==> src/rtl/core/fsfc_pkg.sv <==
package fsfc_pkg;

   // default number of fraction bits of the scaled results
   localparam int FRACTION_BITS_DEFAULT = 8;

   // field widths
   localparam int RAW_W       = 16;
   localparam int FLOW_W      = 24;
   localparam int TEMP_W      = 17;
   localparam int FLAG_W      = 16;
   localparam int INDEX_W     = 2;
   localparam int CSR_INDEX_W = 2;
   localparam int CSR_DATA_W  = 16;

   // check byte polynomial and start value
   localparam logic [7:0] CRC_POLY = 8'h31;
   localparam logic [7:0] CRC_INIT = 8'hFF;
   localparam logic [7:0] CRC_TOP  = 8'h80;

   // fixed temperature divisor and register reset values
   localparam logic [15:0] TEMP_DIVISOR = 16'd200;
   localparam logic [15:0] SCALE_RESET  = 16'd500;
   localparam logic [1:0]  WORDS_RESET  = 2'd3;

   // 200 is 8 x 25: drop three bits, then multiply by 2^32 / 25 rounded up,
   // exact for every dividend below 2^30
   localparam int          TEMP_SHIFT  = 3;
   localparam int          RECIP_SHIFT = 32;
   localparam logic [31:0] TEMP_RECIP  = 32'd171798692;

   // result status codes
   typedef enum logic [1:0] {
      STATUS_OK            = 2'd0,
      STATUS_CRC_ERROR     = 2'd1,
      STATUS_NOT_MEASURING = 2'd2
   } status_type;

   // register indexes
   typedef enum logic [CSR_INDEX_W-1:0] {
      REG_SCALE_DIVISOR     = 2'd0,
      REG_FRAME_WORD_COUNT  = 2'd1,
      REG_MEASURING_ENABLED = 2'd2
   } csr_index_type;

   // controller to datapath commands
   typedef struct packed {
      logic                crc_init;
      logic                crc_update;
      logic                crc_reset;
      logic                capture_high;
      logic                capture_low;
      logic                store_flow;
      logic                store_temp;
      logic                div_start;
      logic                temp_mul;
      logic                flow_capture;
      logic                temp_capture;
      logic                rsp_load;
      status_type          rsp_code;
      logic [INDEX_W-1:0]  rsp_index;
      logic                rsp_temp_en;
      logic                rsp_flag_en;
   } cmd_type;

   // datapath to controller status
   typedef struct packed {
      logic       crc_match;
      logic       div_done;
      logic       rsp_full;
      logic       measuring_enabled;
      logic [1:0] word_count;
   } status_word_type;

   // one byte through the crc, msb first, eight shift steps
   function automatic logic [7:0] crc8_byte(input logic [7:0] crc_in, input logic [7:0] data);
      logic [7:0] c;
      c = crc_in ^ data;
      for (int i = 0; i < 8; i++) begin
         if ((c & CRC_TOP) != 8'd0) begin
            c = (c << 1) ^ CRC_POLY;
         end else begin
            c = c << 1;
         end
      end
      return c;
   endfunction

endpackage

==> src/rtl/core/fsfc_div.sv <==
module fsfc_div #(
   parameter int DIVIDEND_W = fsfc_pkg::RAW_W + fsfc_pkg::FRACTION_BITS_DEFAULT
) (
   input  logic                  clock,
   input  logic                  reset,
   input  logic                  start,
   input  logic [DIVIDEND_W-1:0] dividend,
   input  logic [15:0]           divisor,
   output logic                  done,
   output logic [DIVIDEND_W-1:0] quotient
);

   localparam int CNT_W = $clog2(DIVIDEND_W + 1);

   logic                  busy_ff, busy_in;
   logic                  done_ff, done_in;
   logic [CNT_W-1:0]      count_ff, count_in;
   logic [15:0]           rem_ff, rem_in;
   logic [15:0]           divisor_ff, divisor_in;
   logic [DIVIDEND_W-1:0] quot_ff, quot_in;
   logic [16:0]           trial;
   logic [16:0]           diff;
   logic                  fits;

   // one restoring step: bring down the next dividend bit and try a subtract
   assign trial = {rem_ff, quot_ff[DIVIDEND_W-1]};
   assign diff  = trial - {1'b0, divisor_ff};
   assign fits  = trial >= {1'b0, divisor_ff};

   always_comb begin
      busy_in    = busy_ff;
      done_in    = 1'b0;
      count_in   = count_ff;
      rem_in     = rem_ff;
      quot_in    = quot_ff;
      divisor_in = divisor_ff;
      if (start) begin
         busy_in    = 1'b1;
         count_in   = '0;
         rem_in     = '0;
         quot_in    = dividend;
         divisor_in = divisor;
      end else if (busy_ff) begin
         rem_in   = fits ? diff[15:0] : trial[15:0];
         quot_in  = {quot_ff[DIVIDEND_W-2:0], fits};
         count_in = count_ff + CNT_W'(1);
         if (count_ff == CNT_W'(DIVIDEND_W - 1)) begin
            busy_in = 1'b0;
            done_in = 1'b1;
         end
      end
   end

   // control state
   always_ff @(posedge clock) begin
      if (reset) begin
         busy_ff  <= 1'b0;
         done_ff  <= 1'b0;
         count_ff <= '0;
      end else begin
         busy_ff  <= busy_in;
         done_ff  <= done_in;
         count_ff <= count_in;
      end
   end

   // working registers
   always_ff @(posedge clock) begin
      rem_ff     <= rem_in;
      quot_ff    <= quot_in;
      divisor_ff <= divisor_in;
   end

   assign done     = done_ff;
   assign quotient = quot_ff;

endmodule

==> src/rtl/core/fsfc_ctrl.sv <==
module fsfc_ctrl (
   input  logic                      clock,
   input  logic                      reset,
   input  logic                      req_valid,
   input  logic                      req_frame_start,
   output logic                      req_stall,
   input  logic                      rsp_stall,
   input  fsfc_pkg::status_word_type status,
   output fsfc_pkg::cmd_type         cmd
);

   typedef enum logic [2:0] {
      ST_IDLE,
      ST_FLOW_GO,
      ST_FLOW_WAIT,
      ST_TEMP_MUL,
      ST_TEMP_SAT,
      ST_EMIT
   } state_type;

   state_type   state_ff, state_in;
   logic [1:0]  byte_in_word_ff, byte_in_word_in;
   logic [1:0]  word_index_ff, word_index_in;
   logic        frame_aborted_ff, frame_aborted_in;
   logic [1:0]  byte_cur;
   logic [1:0]  word_cur;
   logic        aborted_cur;
   logic [1:0]  words_eff;
   logic        accept;

   // a result slot frees up in the cycle its beat is taken
   assign req_stall = (state_ff != ST_IDLE) || (status.rsp_full && rsp_stall);
   assign accept    = req_valid && !req_stall;

   // a new frame restarts the word and clears the abort
   assign byte_cur    = req_frame_start ? 2'd0 : byte_in_word_ff;
   assign word_cur    = req_frame_start ? 2'd0 : word_index_ff;
   assign aborted_cur = req_frame_start ? 1'b0 : frame_aborted_ff;
   assign words_eff   = (status.word_count == 2'd0) ? 2'd1 : status.word_count;

   always_comb begin
      cmd              = '0;
      state_in         = state_ff;
      byte_in_word_in  = byte_in_word_ff;
      word_index_in    = word_index_ff;
      frame_aborted_in = frame_aborted_ff;
      unique case (state_ff)
         ST_IDLE: begin
            if (accept) begin
               cmd.crc_init     = req_frame_start;
               byte_in_word_in  = byte_cur;
               word_index_in    = word_cur;
               frame_aborted_in = aborted_cur;
               if (!aborted_cur) begin
                  if (!status.measuring_enabled) begin
                     // byte while measurement is off
                     frame_aborted_in = 1'b1;
                     cmd.rsp_load     = 1'b1;
                     cmd.rsp_code     = fsfc_pkg::STATUS_NOT_MEASURING;
                  end else if (byte_cur == 2'd0) begin
                     cmd.capture_high = 1'b1;
                     cmd.crc_update   = 1'b1;
                     byte_in_word_in  = 2'd1;
                  end else if (byte_cur == 2'd1) begin
                     cmd.capture_low  = 1'b1;
                     cmd.crc_update   = 1'b1;
                     byte_in_word_in  = 2'd2;
                  end else if (!status.crc_match) begin
                     // check byte disagrees: report the word and drop the frame
                     frame_aborted_in = 1'b1;
                     cmd.rsp_load     = 1'b1;
                     cmd.rsp_code     = fsfc_pkg::STATUS_CRC_ERROR;
                     cmd.rsp_index    = word_cur;
                  end else begin
                     cmd.store_flow = (word_cur == 2'd0);
                     cmd.store_temp = (word_cur == 2'd1);
                     if ((word_cur + 2'd1) < words_eff) begin
                        word_index_in   = word_cur + 2'd1;
                        byte_in_word_in = 2'd0;
                        cmd.crc_reset   = 1'b1;
                     end else begin
                        frame_aborted_in = 1'b1;
                        state_in         = ST_FLOW_GO;
                     end
                  end
               end
            end
         end
         ST_FLOW_GO: begin
            cmd.div_start = 1'b1;
            state_in      = ST_FLOW_WAIT;
         end
         ST_FLOW_WAIT: begin
            if (status.div_done) begin
               cmd.flow_capture = 1'b1;
               state_in         = (words_eff >= 2'd2) ? ST_TEMP_MUL : ST_EMIT;
            end
         end
         ST_TEMP_MUL: begin
            cmd.temp_mul = 1'b1;
            state_in     = ST_TEMP_SAT;
         end
         ST_TEMP_SAT: begin
            cmd.temp_capture = 1'b1;
            state_in         = ST_EMIT;
         end
         ST_EMIT: begin
            cmd.rsp_load    = 1'b1;
            cmd.rsp_code    = fsfc_pkg::STATUS_OK;
            cmd.rsp_temp_en = (words_eff >= 2'd2);
            cmd.rsp_flag_en = (words_eff == 2'd3);
            state_in        = ST_IDLE;
         end
         default: begin
            state_in = ST_IDLE;
         end
      endcase
   end

   // state and frame position
   always_ff @(posedge clock) begin
      if (reset) begin
         state_ff         <= ST_IDLE;
         byte_in_word_ff  <= 2'd0;
         word_index_ff    <= 2'd0;
         frame_aborted_ff <= 1'b1;
      end else begin
         state_ff         <= state_in;
         byte_in_word_ff  <= byte_in_word_in;
         word_index_ff    <= word_index_in;
         frame_aborted_ff <= frame_aborted_in;
      end
   end

endmodule

==> src/rtl/core/fsfc_dp.sv <==
module fsfc_dp #(
   parameter int FRACTION_BITS = fsfc_pkg::FRACTION_BITS_DEFAULT
) (
   input  logic                                 clock,
   input  logic                                 reset,
   input  fsfc_pkg::cmd_type                    cmd,
   output fsfc_pkg::status_word_type            status,
   input  logic [7:0]                           req_data_byte,
   input  logic                                 csr_write_enable,
   input  logic [fsfc_pkg::CSR_INDEX_W-1:0]     csr_index,
   input  logic [fsfc_pkg::CSR_DATA_W-1:0]      csr_write_data,
   output logic                                 rsp_valid,
   input  logic                                 rsp_stall,
   output logic signed [fsfc_pkg::FLOW_W-1:0]   rsp_flow_q8,
   output logic signed [fsfc_pkg::TEMP_W-1:0]   rsp_temperature_q8,
   output logic [fsfc_pkg::FLAG_W-1:0]          rsp_flag_word,
   output logic [1:0]                           rsp_status,
   output logic [fsfc_pkg::INDEX_W-1:0]         rsp_bad_word_index
);

   localparam int DIV_W  = fsfc_pkg::RAW_W + FRACTION_BITS;
   localparam int LW     = DIV_W + fsfc_pkg::FLOW_W + 1;
   localparam int PROD_W = DIV_W + fsfc_pkg::RECIP_SHIFT;

   // configuration
   logic [15:0] scale_ff, scale_in;
   logic [1:0]  words_ff, words_in;
   logic        enable_ff, enable_in;

   // frame registers
   logic [7:0]  crc_ff, crc_in;
   logic [7:0]  high_ff;
   logic [7:0]  low_ff;
   logic [15:0] flow_raw_ff;
   logic [15:0] temp_raw_ff;
   logic [fsfc_pkg::FLOW_W-1:0] flow_q_ff;
   logic [fsfc_pkg::TEMP_W-1:0] temp_q_ff;

   // result register
   logic                            rsp_valid_ff, rsp_valid_in;
   logic [fsfc_pkg::FLOW_W-1:0]     rsp_flow_ff;
   logic [fsfc_pkg::TEMP_W-1:0]     rsp_temp_ff;
   logic [fsfc_pkg::FLAG_W-1:0]     rsp_flag_ff;
   logic [1:0]                      rsp_status_ff;
   logic [fsfc_pkg::INDEX_W-1:0]    rsp_index_ff;

   // flow divider hookup
   logic [15:0]      mag;
   logic [DIV_W-1:0] dividend;
   logic [15:0]      divisor;
   logic             div_done;
   logic [DIV_W-1:0] quotient;

   // temperature reciprocal multiply
   logic [15:0]       temp_mag;
   logic [DIV_W-1:0]  temp_eighth;
   logic [PROD_W-1:0] temp_prod;
   logic [DIV_W-1:0]  temp_quot_ff;

   logic [LW-1:0]    flow_sat;
   logic [LW-1:0]    temp_sat;

   // clamp a magnitude quotient to a signed field and apply the sign
   function automatic logic [LW-1:0] sat_scale(input logic [DIV_W-1:0] q, input logic neg,
                                                input int out_bits);
      logic [LW-1:0] qw;
      logic [LW-1:0] lim;
      qw = LW'(q);
      if (neg) begin
         lim = LW'(1) << (out_bits - 1);
         if (qw > lim) begin
            qw = lim;
         end
         return LW'(0) - qw;
      end
      lim = (LW'(1) << (out_bits - 1)) - LW'(1);
      if (qw > lim) begin
         qw = lim;
      end
      return qw;
   endfunction

   // register writes
   always_comb begin
      scale_in  = scale_ff;
      words_in  = words_ff;
      enable_in = enable_ff;
      if (csr_write_enable) begin
         unique case (fsfc_pkg::csr_index_type'(csr_index))
            fsfc_pkg::REG_SCALE_DIVISOR:     scale_in  = csr_write_data;
            fsfc_pkg::REG_FRAME_WORD_COUNT:  words_in  = csr_write_data[1:0];
            fsfc_pkg::REG_MEASURING_ENABLED: enable_in = csr_write_data[0];
            default: begin
            end
         endcase
      end
   end

   // running check byte
   always_comb begin
      crc_in = crc_ff;
      if (cmd.crc_update) begin
         crc_in = fsfc_pkg::crc8_byte(cmd.crc_init ? fsfc_pkg::CRC_INIT : crc_ff,
                                      req_data_byte);
      end else if (cmd.crc_init || cmd.crc_reset) begin
         crc_in = fsfc_pkg::CRC_INIT;
      end
   end

   // flow magnitude shifted up by the fraction bits
   assign mag      = flow_raw_ff[15] ? (~flow_raw_ff + 16'd1) : flow_raw_ff;
   assign dividend = DIV_W'(mag) << FRACTION_BITS;
   assign divisor  = (scale_ff == 16'd0) ? 16'd1 : scale_ff;

   fsfc_div #(
      .DIVIDEND_W (DIV_W)
   ) u_div (
      .clock    (clock),
      .reset    (reset),
      .start    (cmd.div_start),
      .dividend (dividend),
      .divisor  (divisor),
      .done     (div_done),
      .quotient (quotient)
   );

   // temperature magnitude over 200: drop three bits, then multiply by the reciprocal of 25
   assign temp_mag    = temp_raw_ff[15] ? (~temp_raw_ff + 16'd1) : temp_raw_ff;
   assign temp_eighth = (DIV_W'(temp_mag) << FRACTION_BITS) >> fsfc_pkg::TEMP_SHIFT;
   assign temp_prod   = PROD_W'(temp_eighth) * PROD_W'(fsfc_pkg::TEMP_RECIP);

   assign flow_sat = sat_scale(quotient, flow_raw_ff[15], fsfc_pkg::FLOW_W);
   assign temp_sat = sat_scale(temp_quot_ff, temp_raw_ff[15], fsfc_pkg::TEMP_W);

   // result slot: filled on load, emptied when its beat is taken
   always_comb begin
      rsp_valid_in = rsp_valid_ff;
      if (cmd.rsp_load) begin
         rsp_valid_in = 1'b1;
      end else if (rsp_valid_ff && !rsp_stall) begin
         rsp_valid_in = 1'b0;
      end
   end

   // control state
   always_ff @(posedge clock) begin
      if (reset) begin
         scale_ff     <= fsfc_pkg::SCALE_RESET;
         words_ff     <= fsfc_pkg::WORDS_RESET;
         enable_ff    <= 1'b0;
         crc_ff       <= fsfc_pkg::CRC_INIT;
         rsp_valid_ff <= 1'b0;
      end else begin
         scale_ff     <= scale_in;
         words_ff     <= words_in;
         enable_ff    <= enable_in;
         crc_ff       <= crc_in;
         rsp_valid_ff <= rsp_valid_in;
      end
   end

   // payload registers
   always_ff @(posedge clock) begin
      if (cmd.capture_high) begin
         high_ff <= req_data_byte;
      end
      if (cmd.capture_low) begin
         low_ff <= req_data_byte;
      end
      if (cmd.store_flow) begin
         flow_raw_ff <= {high_ff, low_ff};
      end
      if (cmd.store_temp) begin
         temp_raw_ff <= {high_ff, low_ff};
      end
      if (cmd.temp_mul) begin
         temp_quot_ff <= temp_prod[fsfc_pkg::RECIP_SHIFT +: DIV_W];
      end
      if (cmd.flow_capture) begin
         flow_q_ff <= flow_sat[fsfc_pkg::FLOW_W-1:0];
      end
      if (cmd.temp_capture) begin
         temp_q_ff <= temp_sat[fsfc_pkg::TEMP_W-1:0];
      end
      if (cmd.rsp_load) begin
         rsp_status_ff <= cmd.rsp_code;
         if (cmd.rsp_code == fsfc_pkg::STATUS_OK) begin
            rsp_flow_ff  <= flow_q_ff;
            rsp_temp_ff  <= cmd.rsp_temp_en ? temp_q_ff : '0;
            rsp_flag_ff  <= cmd.rsp_flag_en ? {high_ff, low_ff} : '0;
            rsp_index_ff <= '0;
         end else begin
            rsp_flow_ff  <= '0;
            rsp_temp_ff  <= '0;
            rsp_flag_ff  <= '0;
            rsp_index_ff <= (cmd.rsp_code == fsfc_pkg::STATUS_CRC_ERROR) ? cmd.rsp_index : '0;
         end
      end
   end

   assign status.crc_match         = (crc_ff == req_data_byte);
   assign status.div_done          = div_done;
   assign status.rsp_full          = rsp_valid_ff;
   assign status.measuring_enabled = enable_ff;
   assign status.word_count        = words_ff;

   assign rsp_valid          = rsp_valid_ff;
   assign rsp_flow_q8        = rsp_flow_ff;
   assign rsp_temperature_q8 = rsp_temp_ff;
   assign rsp_flag_word      = rsp_flag_ff;
   assign rsp_status         = rsp_status_ff;
   assign rsp_bad_word_index = rsp_index_ff;

endmodule

==> src/rtl/core/flow_sensor_frame_checker_unit.sv <==
// Flow sensor frame checker: takes sensor bytes one beat at a time (16-bit words, high byte
// first, each followed by a CRC-8 byte, poly 0x31, start 0xFF) and gives at most one result
// per frame: a CRC error naming the failing word, a not-measuring status, or at frame end the
// flow (raw / scale_divisor) and temperature (raw / 200) in signed fixed point with
// FRACTION_BITS fraction bits, truncated toward zero and saturated, plus the flags word.
// Every byte that does not close a frame is taken without holding off input. The byte that closes
// a good frame holds off input while a restoring divider produces one flow quotient bit per cycle
// and the temperature divide by 200 runs as a constant reciprocal multiply followed by a
// saturation step (both temperature steps are skipped in a one-word frame).
// The result beat is offered in the cycle input is released. While a result waits under
// rsp_stall, input bytes are stalled as well.
// Configuration is written through csr_write_enable / csr_index / csr_write_data.
module flow_sensor_frame_checker_unit #(
   parameter int FRACTION_BITS = fsfc_pkg::FRACTION_BITS_DEFAULT
) (
   input  logic                                 clock,
   input  logic                                 reset,
   input  logic                                 req_valid,
   output logic                                 req_stall,
   input  logic [7:0]                           req_data_byte,
   input  logic                                 req_frame_start,
   output logic                                 rsp_valid,
   input  logic                                 rsp_stall,
   output logic signed [fsfc_pkg::FLOW_W-1:0]   rsp_flow_q8,
   output logic signed [fsfc_pkg::TEMP_W-1:0]   rsp_temperature_q8,
   output logic [fsfc_pkg::FLAG_W-1:0]          rsp_flag_word,
   output logic [1:0]                           rsp_status,
   output logic [fsfc_pkg::INDEX_W-1:0]         rsp_bad_word_index,
   input  logic                                 csr_write_enable,
   input  logic [fsfc_pkg::CSR_INDEX_W-1:0]     csr_index,
   input  logic [fsfc_pkg::CSR_DATA_W-1:0]      csr_write_data
);

   fsfc_pkg::cmd_type         cmd;
   fsfc_pkg::status_word_type status;

   // frame sequencing
   fsfc_ctrl u_ctrl (
      .clock           (clock),
      .reset           (reset),
      .req_valid       (req_valid),
      .req_frame_start (req_frame_start),
      .req_stall       (req_stall),
      .rsp_stall       (rsp_stall),
      .status          (status),
      .cmd             (cmd)
   );

   // crc, word capture, division and result register
   fsfc_dp #(
      .FRACTION_BITS (FRACTION_BITS)
   ) u_dp (
      .clock              (clock),
      .reset              (reset),
      .cmd                (cmd),
      .status             (status),
      .req_data_byte      (req_data_byte),
      .csr_write_enable   (csr_write_enable),
      .csr_index          (csr_index),
      .csr_write_data     (csr_write_data),
      .rsp_valid          (rsp_valid),
      .rsp_stall          (rsp_stall),
      .rsp_flow_q8        (rsp_flow_q8),
      .rsp_temperature_q8 (rsp_temperature_q8),
      .rsp_flag_word      (rsp_flag_word),
      .rsp_status         (rsp_status),
      .rsp_bad_word_index (rsp_bad_word_index)
   );

endmodule

==> config.mk <==
export PLATFORM = sky130hd
export DESIGN_NAME = flow_sensor_frame_checker_unit
export DESIGN_NICKNAME = d
export VERILOG_FILES = /design/src/rtl/core/fsfc_pkg.sv /design/src/rtl/core/fsfc_div.sv /design/src/rtl/core/fsfc_ctrl.sv /design/src/rtl/core/fsfc_dp.sv /design/src/rtl/core/flow_sensor_frame_checker_unit.sv
export SDC_FILE = /design/constraint.sdc
export NUM_CORES = 1
export LEC_CHECK = 0
export BUFFER_PORTS_ARGS = -buffer_cell sky130_fd_sc_hd__buf_2
export CELL_PAD_IN_SITES_DETAIL_PLACEMENT = 2
export CELL_PAD_IN_SITES_GLOBAL_PLACEMENT = 2
export CORE_MARGIN = 1.5
export CORE_UTILIZATION = 30
export CTS_BUF_LIST = sky130_fd_sc_hd__clkbuf_4
export CTS_CLUSTER_DIAMETER = 40
export DETAILED_ROUTE_END_ITERATION = 8
export PLACE_DENSITY_LB_ADDON = 0.1
export SLEW_MARGIN = 5
export SYNTH_ARGS = -nofsm -noshare
export SYNTH_HDL_FRONTEND = slang
export SYNTH_HIERARCHICAL = 1
export SYNTH_SLANG_ARGS = --single-unit
==> constraint.sdc <==
create_clock -name clock -period 6.9 [get_ports clock]
set_clock_uncertainty 0.1 [all_clocks]
set_input_delay 2.07 -clock clock [delete_from_list [all_inputs] [get_ports clock]]
set_output_delay 2.07 -clock clock [all_outputs]
set_load 0.1 [all_outputs]
==> results of run 1 <==
==> placed cells by master (no fill, tap or decap), types with 12 or more instances in the layout <==
| cell type | n |
|---|---|
| xor2_1 | 20 |
| a21oi_1 | 99 |
| edfxtp_1 | 207 |
| fa_2 | 12 |
| inv_1 | 234 |
| nand2b_1 | 20 |
| ha_1 | 157 |
| inv_2 | 20 |
| nand3_1 | 17 |
| and2_1 | 29 |
| ha_4 | 21 |
| dfxtp_1 | 59 |
| nand2_1 | 118 |
| nand3b_1 | 13 |
| a211oi_1 | 13 |
| mux2_2 | 25 |
| fa_1 | 105 |
| clkinv_1 | 18 |
| nor2_1 | 125 |
| o21ai_0 | 61 |
| xnor2_1 | 63 |
| or2_2 | 13 |
| buf_2 | 94 |
| and3_1 | 46 |
| a21o_1 | 22 |
| nand4_1 | 15 |
| buf_4 | 155 |
| clkbuf_4 | 114 |
| nor3_1 | 30 |
==> power breakdown <==
part	leakage, nW	internal, mW	switching [mW]
logic	7.39	0.202	0.406
registers	2.38	1.76	0.0301
clock network	0.626	0.846	0.750
total	10.4	2.81	1.19
==> layer usage <==
layer,track usage,up-vias
li1,-,7226
met1,0.262,7603
met2,0.316,209
met3,0.0293,79
met4,0.0528,0
met5,0,-
==> final cells by class <==
cell class | count | area share
Antenna cell | 3 | 0.000312
Clock inverter | 33 | 0.00868
Clock buffer | 114 | 0.0356
Timing Repair Buffer | 261 | 0.0739
Sequential cell | 266 | 0.307
Multi-Input combinational cell | 1321 | 0.489
Inverter | 257 | 0.0404
Tap cell | 855 | 0.0445
==> critical path, cell delays in order (launching register included) <==
cell and delay, ns:
edfxtp_1 0.41, or4_4 0.53, or3_4 0.39, o21ai_2 0.20, xor2_1 0.24, buf_4 0.19, buf_4 0.11, fa_2 0.46
fa_1 0.53, inv_1 0.06, fa_1 0.55, fa_1 0.43, fa_1 0.47, fa_1 0.53, ha_4 0.30, nand2_2 0.07
buf_6 0.14, o31ai_4 0.28, o31ai_4 0.14, o31ai_2 0.24, buf_4 0.22, a21oi_4 0.08, xnor2_2 0.13
==> timing repair <==
action / in CTS / in global routing
pin swaps: 51 / 44
setup endpoints to repair: 13 / 17
setup buffers: 16 / 15
gates resized for setup: 76 / 76
hold buffers: 0 / 0
==> registers in the layout (all words and copies together), names as in the netlist, 2 cells and up <==
name and flops:
u_dp/words_ff 2, u_dp/high_ff 8, u_dp/u_div/count_ff 5, u_ctrl/word_index_ff 2, u_dp/rsp_temperature_q8 17, u_ctrl/state_ff 3, u_dp/temp_q_ff 17, u_dp/flow_raw_ff 16
u_dp/rsp_flow_q8 24, u_dp/scale_ff 16, u_dp/rsp_flag_word 16, u_dp/u_div/divisor_ff 16, u_dp/flow_q_ff 24, u_dp/temp_raw_ff 16, u_dp/rsp_bad_word_index 2, u_dp/u_div/quotient 24
u_dp/u_div/rem_ff 16, u_ctrl/byte_in_word_ff 2, u_dp/low_ff 8, u_dp/rsp_status 2, u_dp/temp_quot_ff 17, u_dp/crc_ff 8
==> cells in the mapped netlist, types with 7 or more instances <==
master	number	area [µm²]
inv_1	255	957
edfxtp_1	207	6220
ha_1	184	2300
nor2_1	133	499
nand2_1	128	480
fa_1	117	2340
a21oi_1	111	556
xnor2_1	74	648
o21ai_0	67	335
clkbuf_1	60	225
dfxtp_1	59	1180
and3_1	47	294
nor3_1	36	180
and2_1	31	194
mux2_2	26	293
a21o_1	22	165
xor2_1	22	193
nand2b_1	20	125
nand3_1	18	90.1
nand4_1	15	93.8
o31ai_1	15	113
a211oi_1	14	105
or2_2	14	87.6
a31oi_1	13	81.3
nand3b_1	13	97.6
nor4_1	12	75.1
or3_1	12	75.1
mux2i_1	10	100
o211ai_1	9	67.6
o21a_1	9	67.6
o21bai_1	8	60.1
nor2b_1	7	43.8
nor3b_1	7	52.6
o22ai_1	7	43.8
==> final timing paths <==
| kind | startpoint | endpoint | slack [ns] | cells after the start |
|---|---|---|---|---|
| hold reg to reg | u_dp/scale_ff[7] | u_dp/u_div/divisor_ff[7] | 0.35 | 0 |
| setup reg to reg | u_dp/temp_raw_ff[7] | u_dp/temp_quot_ff[9] | -0.18 | 22 |
| setup / recovery | u_dp/temp_raw_ff[7] | u_dp/temp_quot_ff[9] | -0.18 | 22 |
| hold / removal | u_dp/scale_ff[7] | u_dp/u_div/divisor_ff[7] | 0.35 | 0 |
==> metrics by stage <==
stage	std cells	setup WS, ns	instance area (µm²)	utilization	setup TNS, ns
after floorplan	1922	0.00229	19800	-	0
after global placement	2929	-0.295	22100	0.342	-1.89
after detailed placement	2929	-0.516	22100	0.342	-3.82
after CTS	3092	-0.147	23600	0.366	-0.512
after global routing	3110	-0.393	24100	0.373	-3.96
final	3110	-0.176	24100	0.373	-1.19
==> cells by family after synthesis <==
family                   Yosys count  share of synthesized area
XOR/XNOR                          98                     0.0444
AO/OA/AOI/OAI                    346                      0.118
multiplexers                      36                     0.0200
AND/OR/NAND/NOR                  529                      0.139
buffers and inverters            335                     0.0666
flip-flops                       266                      0.376
adder cells (fa/ha/maj)          301                      0.236
other                              2                   0.000382
==> impl_metrics.toml, run 1 <==
[logic_synthesis]
synth-async-reset-ratio = 0
synth_flop_cell = "edfxtp_1"
postSynthCellCount = 1913
synth_edf_count = 207
synth_cell_types = 93
syn_area_per_cell_um2 = 10.3
seq_area_frac_synth = 0.376
synthesis.area_um2 = 19700
yosys_warnings = 6
yosys_register_bits = 266

[final_layout]
ff_latch_area_um2 = 7400
nNetsFinal = 2521
area_growth_pct = 22.3
drive_gt1_frac = 0.269
multiInputGateArea_um2 = 11800
fillers = 7016

[cts]
clk_pin_slew_ns = 0.07
htree_levels = 3
clk_path_buf_depth = 3
clk_latency_ns = 0.80
cts.sinks = 266
cts_root_buf = "clkbuf_4"
cts_tree = "done"
cts_buffers = 81

[outcome]
violations = "negative setup slack"
outcome = "finished with violations"

[worst_setup_path]
cp.arrival_ns = 7.50
cp_data_required_time_ns = 7.32
worstSetupStartpointType = "flop"
end_kind = "flop"
crit_type = "flop to flop"
cp_max_fo = 5

[routing]
wl_mm = 63.6
drt_iter0_markers = 541
wl_per_cell_um = 20.5
dr_wl_met3_mm = 1.82
drtPass1Iterations = 5
antenna_left = 0
highest_layer = "met4"
wl_met2_mm = 30.0
vias = 15117
drc = 0
via_per_inst = 4.86
wl_met1_mm = 30.6

[timing]
tightestPinTransition_ns = 0.980
final_max_slew_viol_count = 0
period_needed_ns = 7.08
post-route-period-util = 1.03
setup_violations = 9
timing.fmax_ghz = 0.141
relSlewSlack = 0.347
worst_slack_ns = -0.176
hold_ws_ns = 0.348
rsz0062_at_grt = "true"
hold_viol = 0

[power]
leakage_nw = 10.4
p_total_mw = 3.99
powerDensity_nw_per_um2 = 166
vdd.ir_drop.worst_uv = 114

[global_routing]
grt_pass1_vias = 16994
antenna_found_initial = 2
grtUsageTotal = 0.192
overflow = 0
grt_pass1_wl_mm = 99.4
grt_start_max_net_pins = 58

[die]
rows = 93
initial_utilization = 0.305
top_level_ports = 95
chipHeight_um = 259
dieArea_um2 = 67100
core_area_um2 = 64600
die_w_um = 259

[placement]
io_buffer_count = 94
gp_congestion = 0.838
dp_hpwl_mm = 49.4

[min_path]
worst_hold_path_type = "flop to flop"

[job]
drv_cap = 0
No activity file was read; power rests on OpenSTA's default activity.
==> run 2, diff against run 1 <==
--- a/config.mk
+++ b/config.mk
@@ -10,7 +10,7 @@
 export CELL_PAD_IN_SITES_GLOBAL_PLACEMENT = 2
 export CORE_MARGIN = 1.5
 export CORE_UTILIZATION = 30
-export CTS_BUF_LIST = sky130_fd_sc_hd__clkbuf_4
+export CTS_BUF_LIST = sky130_fd_sc_hd__clkbuf_8 sky130_fd_sc_hd__clkbuf_16
 export CTS_CLUSTER_DIAMETER = 40
 export DETAILED_ROUTE_END_ITERATION = 8
 export PLACE_DENSITY_LB_ADDON = 0.1
==> run 2 against run 1 <==
Compared with the run above:
- the run still ends with negative setup slack left
- clock power grew 66%
- core utilization up 1.6 points
- worst hold slack better by 0.0045 ns
- routed wire length grew 0.43%
- sequential power barely moved
==> impl_metrics.toml, run 2 (synthesized netlist as in run 1, its figures left out) <==
[cts]
cts_root_buf = "clkbuf_16"
clk_pin_slew_ns = 0.05
clk_latency_ns = 0.60
clk_path_buf_depth = 3
htree_levels = 2
cts_tree = "done"
cts_buffers = 53
cts.sinks = 266

[die]
top_level_ports = 95
initial_utilization = 0.305
rows = 93
chipHeight_um = 259
dieArea_um2 = 67100
core_area_um2 = 64600
die_w_um = 259

[routing]
drc = 0
drt_iter0_markers = 524
wl_mm = 63.9
vias = 15022
drtPass1Iterations = 4
antenna_left = 0
wl_per_cell_um = 20.8
via_per_inst = 4.89

[power]
comb_power_share = 0.120
powerDensity_nw_per_um2 = 202
power_switching_mw = 1.32
swShare = 0.262
intPower_mw = 3.74
leakage_nw = 10.8
p_total_mw = 5.06
p_seq_frac = 0.354
clkPwrFrac = 0.526
vdd.ir_drop.worst_uv = 268

[worst_setup_path]
end_kind = "flop"
crit_type = "flop to flop"
critical_path.slowest_cell = "fa_2"
cp_data_required_time_ns = 7.11
cp_max_fo = 5
worstSetupStartpointType = "flop"
crit_top_cell = "fa_1"
cp.arrival_ns = 7.17
critPathMaxStageDelay_ns = 0.58

[final_layout]
drive_gt1_frac = 0.268
final_cells = 3075
area_growth_pct = 27.6
diodes = 0
final_common_cell = "inv_1"
most-common-layout-cells = "238 x inv_1, 207 x edfxtp_1, 169 x buf_4, 157 x ha_1, 122 x nor2_1"
nNetsFinal = 2510

[min_path]
worst_hold_path_type = "flop to flop"

[timing]
worst_slack_ns = -0.0584
period_needed_ns = 6.96
rsz0062_at_grt = "true"
tightestPinTransition_ns = 1.01
timing.fmax_ghz = 0.144
final_max_slew_viol_count = 0
post-route-period-util = 1.01
hold_ws_ns = 0.352
setup_violations = 4
relSlewSlack = 0.324
hold_viol = 0

[global_routing]
grtUsageTotal = 0.193
overflow = 0
grt_start_max_net_pins = 58
grt_pass1_vias = 16869
antenna_found_initial = 0
grt_pass1_wl_mm = 100

[outcome]
outcome = "finished with violations"
violations = "negative setup slack"

[placement]
gp_congestion = 0.838
io_buffer_count = 94
dp_hpwl_mm = 49.4
place_inst = 2929

[job]
drv_cap = 0
==> run 2: cell types whose count changed in the layout (fill, tap and decap cells not counted), moves of 9 or more <==
cell	before	now
buf_4	155	169
clkbuf_16	0	57
clkbuf_4	114	0
clkinv_1	18	2
inv_2	20	29
==> run 2: power by group through the flow <==
stage	sequential [mW]	clock (mW)	combinational, mW
after floorplan	1.92	0	0.348
after global placement	1.82	0	0.575
after detailed placement	1.82	0	0.589
after CTS	1.79	2.74	0.606
after global routing	1.79	2.80	0.667
final	1.79	2.66	0.610
==> run 2: timing repair <==
action,in CTS,in global routing
setup buffers,30,18
gates resized for setup,106,76
endpoints found under the hold margin,0,0
setup endpoints to repair,15,17
pin swaps,67,54
hold buffers,0,0
==> run 2: final timing paths <==
| path | slack [ns] | startpoint | depth (start not counted) | to |
|---|---|---|---|---|
| worst min-delay path | 0.35 | u_dp/low_ff[5] | 0 | u_dp/flow_raw_ff[5] |
| worst max register to register | -0.06 | u_dp/temp_raw_ff[6] | 25 | u_dp/temp_quot_ff[16] |
| worst max-delay path | -0.06 | u_dp/temp_raw_ff[6] | 25 | u_dp/temp_quot_ff[16] |
| worst min register to register | 0.35 | u_dp/low_ff[5] | 0 | u_dp/flow_raw_ff[5] |
==> run 2: through the flow <==
| stage | instance area, µm² | setup TNS [ns] | setup slack (ns) | util |
|---|---|---|---|---|
| CTS | 24700 | -0.706 | -0.175 | 0.382 |
| global route | 25100 | -2.74 | -0.270 | 0.388 |
| detailed placement | 22100 | -3.82 | -0.516 | 0.342 |
| global placement | 22100 | -1.89 | -0.295 | 0.342 |
| finish | 25100 | -0.102 | -0.0584 | 0.388 |
| floorplan | 19800 | 0 | 0.00229 | - |
==> run 2: critical path: cells and delay by family, from the launching register on <==
kind                     cells  cell delay (ns)
adder cells (fa/ha/maj)      6             2.55
XOR/XNOR                     3             0.47
AND/OR/NAND/NOR              6             1.24
multiplexers                 1             0.29
flip-flops                   1             0.39
buffers and inverters        4             0.55
AO/OA/AOI/OAI                5             1.09
==> run 2: metal layers <==
layer / vias to the layer above / track usage / wire [µm]
li1: 7178 / - / -
met5: - / 0 / 0
met1: 7587 / 0.263 / 30200
met3: 71 / 0.0270 / 2150
met4: 0 / 0.0448 / 1210
met2: 186 / 0.322 / 30300
==> run 2: cell type report <==
type | count | area [µm²]
well taps | 855 | 1070
clock inverters | 39 | 423
clock buffers | 59 | 1450
flip-flops and latches | 266 | 7400
inverters | 257 | 970
multi-input cells | 1321 | 11900
fillers | 6894 | 39500
repair buffers | 278 | 1910
==> run 3, diff against run 2 <==
--- a/config.mk
+++ b/config.mk
@@ -13,6 +13,7 @@
 export CTS_BUF_LIST = sky130_fd_sc_hd__clkbuf_8 sky130_fd_sc_hd__clkbuf_16
 export CTS_CLUSTER_DIAMETER = 40
 export DETAILED_ROUTE_END_ITERATION = 8
+export MAX_ROUTING_LAYER = met4
 export PLACE_DENSITY_LB_ADDON = 0.1
 export SLEW_MARGIN = 5
 export SYNTH_ARGS = -nofsm -noshare
==> run 3 against run 2 <==
Compared with the run above:
- the flow still finishes with violations (negative setup slack)
- register-to-register slack worse by 0.14 ns
- worst setup slack worse by 0.14 ns
- power fell by 1.0%
==> impl_metrics.toml, run 3 (synthesized netlist as in run 1, its figures left out) <==
[timing]
tightestPinTransition_ns = 1.12
period_needed_ns = 7.10
setup_violations = 11
relSlewSlack = 0.252
final_max_slew_viol_count = 0
timing.fmax_ghz = 0.141
rsz0062_at_grt = "true"
post-route-period-util = 1.03
hold_viol = 0
worst_slack_ns = -0.201

[power]
p_total_mw = 5.01
leakage_nw = 10.7
vdd.ir_drop.worst_uv = 174
powerDensity_nw_per_um2 = 199

[worst_setup_path]
end_kind = "flop"
crit_type = "flop to flop"
cp_data_required_time_ns = 7.12
reg2reg_depth = 24
cp-startpoint = "u_dp/temp_raw_ff[7]"
cp.arrival_ns = 7.32
regToRegStartpoint = "u_dp/temp_raw_ff[7]"
worstSetupStartpointType = "flop"
cp_max_fo = 3

[min_path]
whs_path_depth = 0
hp-start = "u_dp/scale_ff[7]"
worst_hold_path_type = "flop to flop"

[placement]
io_buffer_count = 94
post-place-ws_ns = -0.522
dp_hpwl_mm = 49.4
gp_congestion = 0.831

[cts]
clk_latency_ns = 0.63
cts.sinks = 266
clk_pin_slew_ns = 0.05
clk_path_buf_depth = 3
htree_levels = 2
cts_buffers = 52
cts_tree = "done"
postCtsHoldBufs = 0
cts_root_buf = "clkbuf_16"

[routing]
antenna_left = 0
drt_iter0_markers = 572
wl_per_cell_um = 20.8
drc = 0
wl_mm = 63.8
vias = 15033
via_per_inst = 4.91
drtPass1Iterations = 4

[die]
initial_utilization = 0.305
top_level_ports = 95
core_area_um2 = 64600
die_w_um = 259
rows = 93
dieArea_um2 = 67100
chipHeight_um = 259

[final_layout]
area_growth_pct = 27.8
diodes = 0
fillers = 6853
final_common_cell = "inv_1"
drive_gt1_frac = 0.266
most-common-layout-cells = "240 x inv_1, 207 x edfxtp_1, 157 x buf_4, 154 x ha_1, 123 x nor2_1"
nNetsFinal = 2498

[outcome]
outcome = "finished with violations"
violations = "negative setup slack"

[global_routing]
antenna_found_initial = 0
grt_start_max_net_pins = 54
overflow = 0
grt_pass1_wl_mm = 99.3
grt_pass1_vias = 16916
grtUsageTotal = 0.197

[job]
drv_cap = 0
-- run 3: cell types whose count changed in the layout (fill, tap and decap cells not counted), sizes merged --
cell / before / now
inv: 275 / 270
clkbuf: 59 / 54
clkinvlp: 6 / 7
buf: 278 / 267
bufinv: 7 / 5
clkinv: 8 / 18
-- run 3: layout make-up --
class	instances	area [µm²]	share of cell area
Inverter	257	970	0.0386
Clock inverter	43	498	0.0198
Multi-Input combinational cell	1321	12000	0.479
Clock buffer	54	1330	0.0528
Tap cell	855	1070	0.0425
Timing Repair Buffer	267	1840	0.0731
Sequential cell	266	7400	0.294
-- run 3: what timing repair did --
action,4_1_cts,5_1_grt
pin swaps,58,48
gates resized for setup,78,109
setup buffers,12,23
endpoints found under the setup margin,16,17
-- run 3: final timing paths --
check	slack (ns)	to
max	-0.20	u_dp/temp_quot_ff[14]
min	0.35	u_dp/u_div/divisor_ff[7]
max reg2reg	-0.20	u_dp/temp_quot_ff[14]
min reg2reg	0.35	u_dp/u_div/divisor_ff[7]
-- run 3: worst max-delay path: stages, from the launching register on --
cell	delay [ns]
edfxtp_1	0.42
or4_4	0.54
or3_4	0.38
buf_12	0.15
o41ai_4	0.27
xor2_2	0.23
buf_6	0.17
inv_6	0.05
ha_4	0.28
nand2_2	0.06
mux2_4	0.31
xnor2_4	0.18
fa_1	0.46
fa_1	0.54
fa_1	0.44
fa_1	0.55
ha_4	0.22
a21oi_4	0.14
o211ai_1	0.13
a31oi_2	0.20
o311ai_2	0.13
a31o_2	0.29
a31oi_4	0.25
mux2i_1	0.26
a2111oi_2	0.06
-- run 3: per-stage QoR --
step | instances | util | TNS (ns) | cell area, µm² | hold slack [ns]
global placement | 2935 | 0.342 | -0.955 | 22100 | 0.345
floorplan | 1922 | - | 0 | 19800 | 0.336
finish | 3063 | 0.389 | -1.51 | 25100 | 0.354
detailed placement | 2935 | 0.342 | -3.42 | 22100 | 0.346
CTS | 3044 | 0.378 | -0.581 | 24400 | 0.358
global route | 3063 | 0.389 | -3.74 | 25100 | 0.375
-- run 3: metal layers --
layer  vias to the layer above  global-route usage  share of wire
li1                       7151                   -              -
met1                      7610               0.258           0.46
met2                       195               0.320           0.48
met3                        77              0.0303          0.039
met4                         0              0.0447          0.018
met5                         -                   -              0
-- run 3: where the power goes --
| group | switching, mW | internal [mW] |
|---|---|---|
| logic | 0.415 | 0.209 |
| registers | 0.0294 | 1.76 |
| clock network | 0.973 | 1.62 |
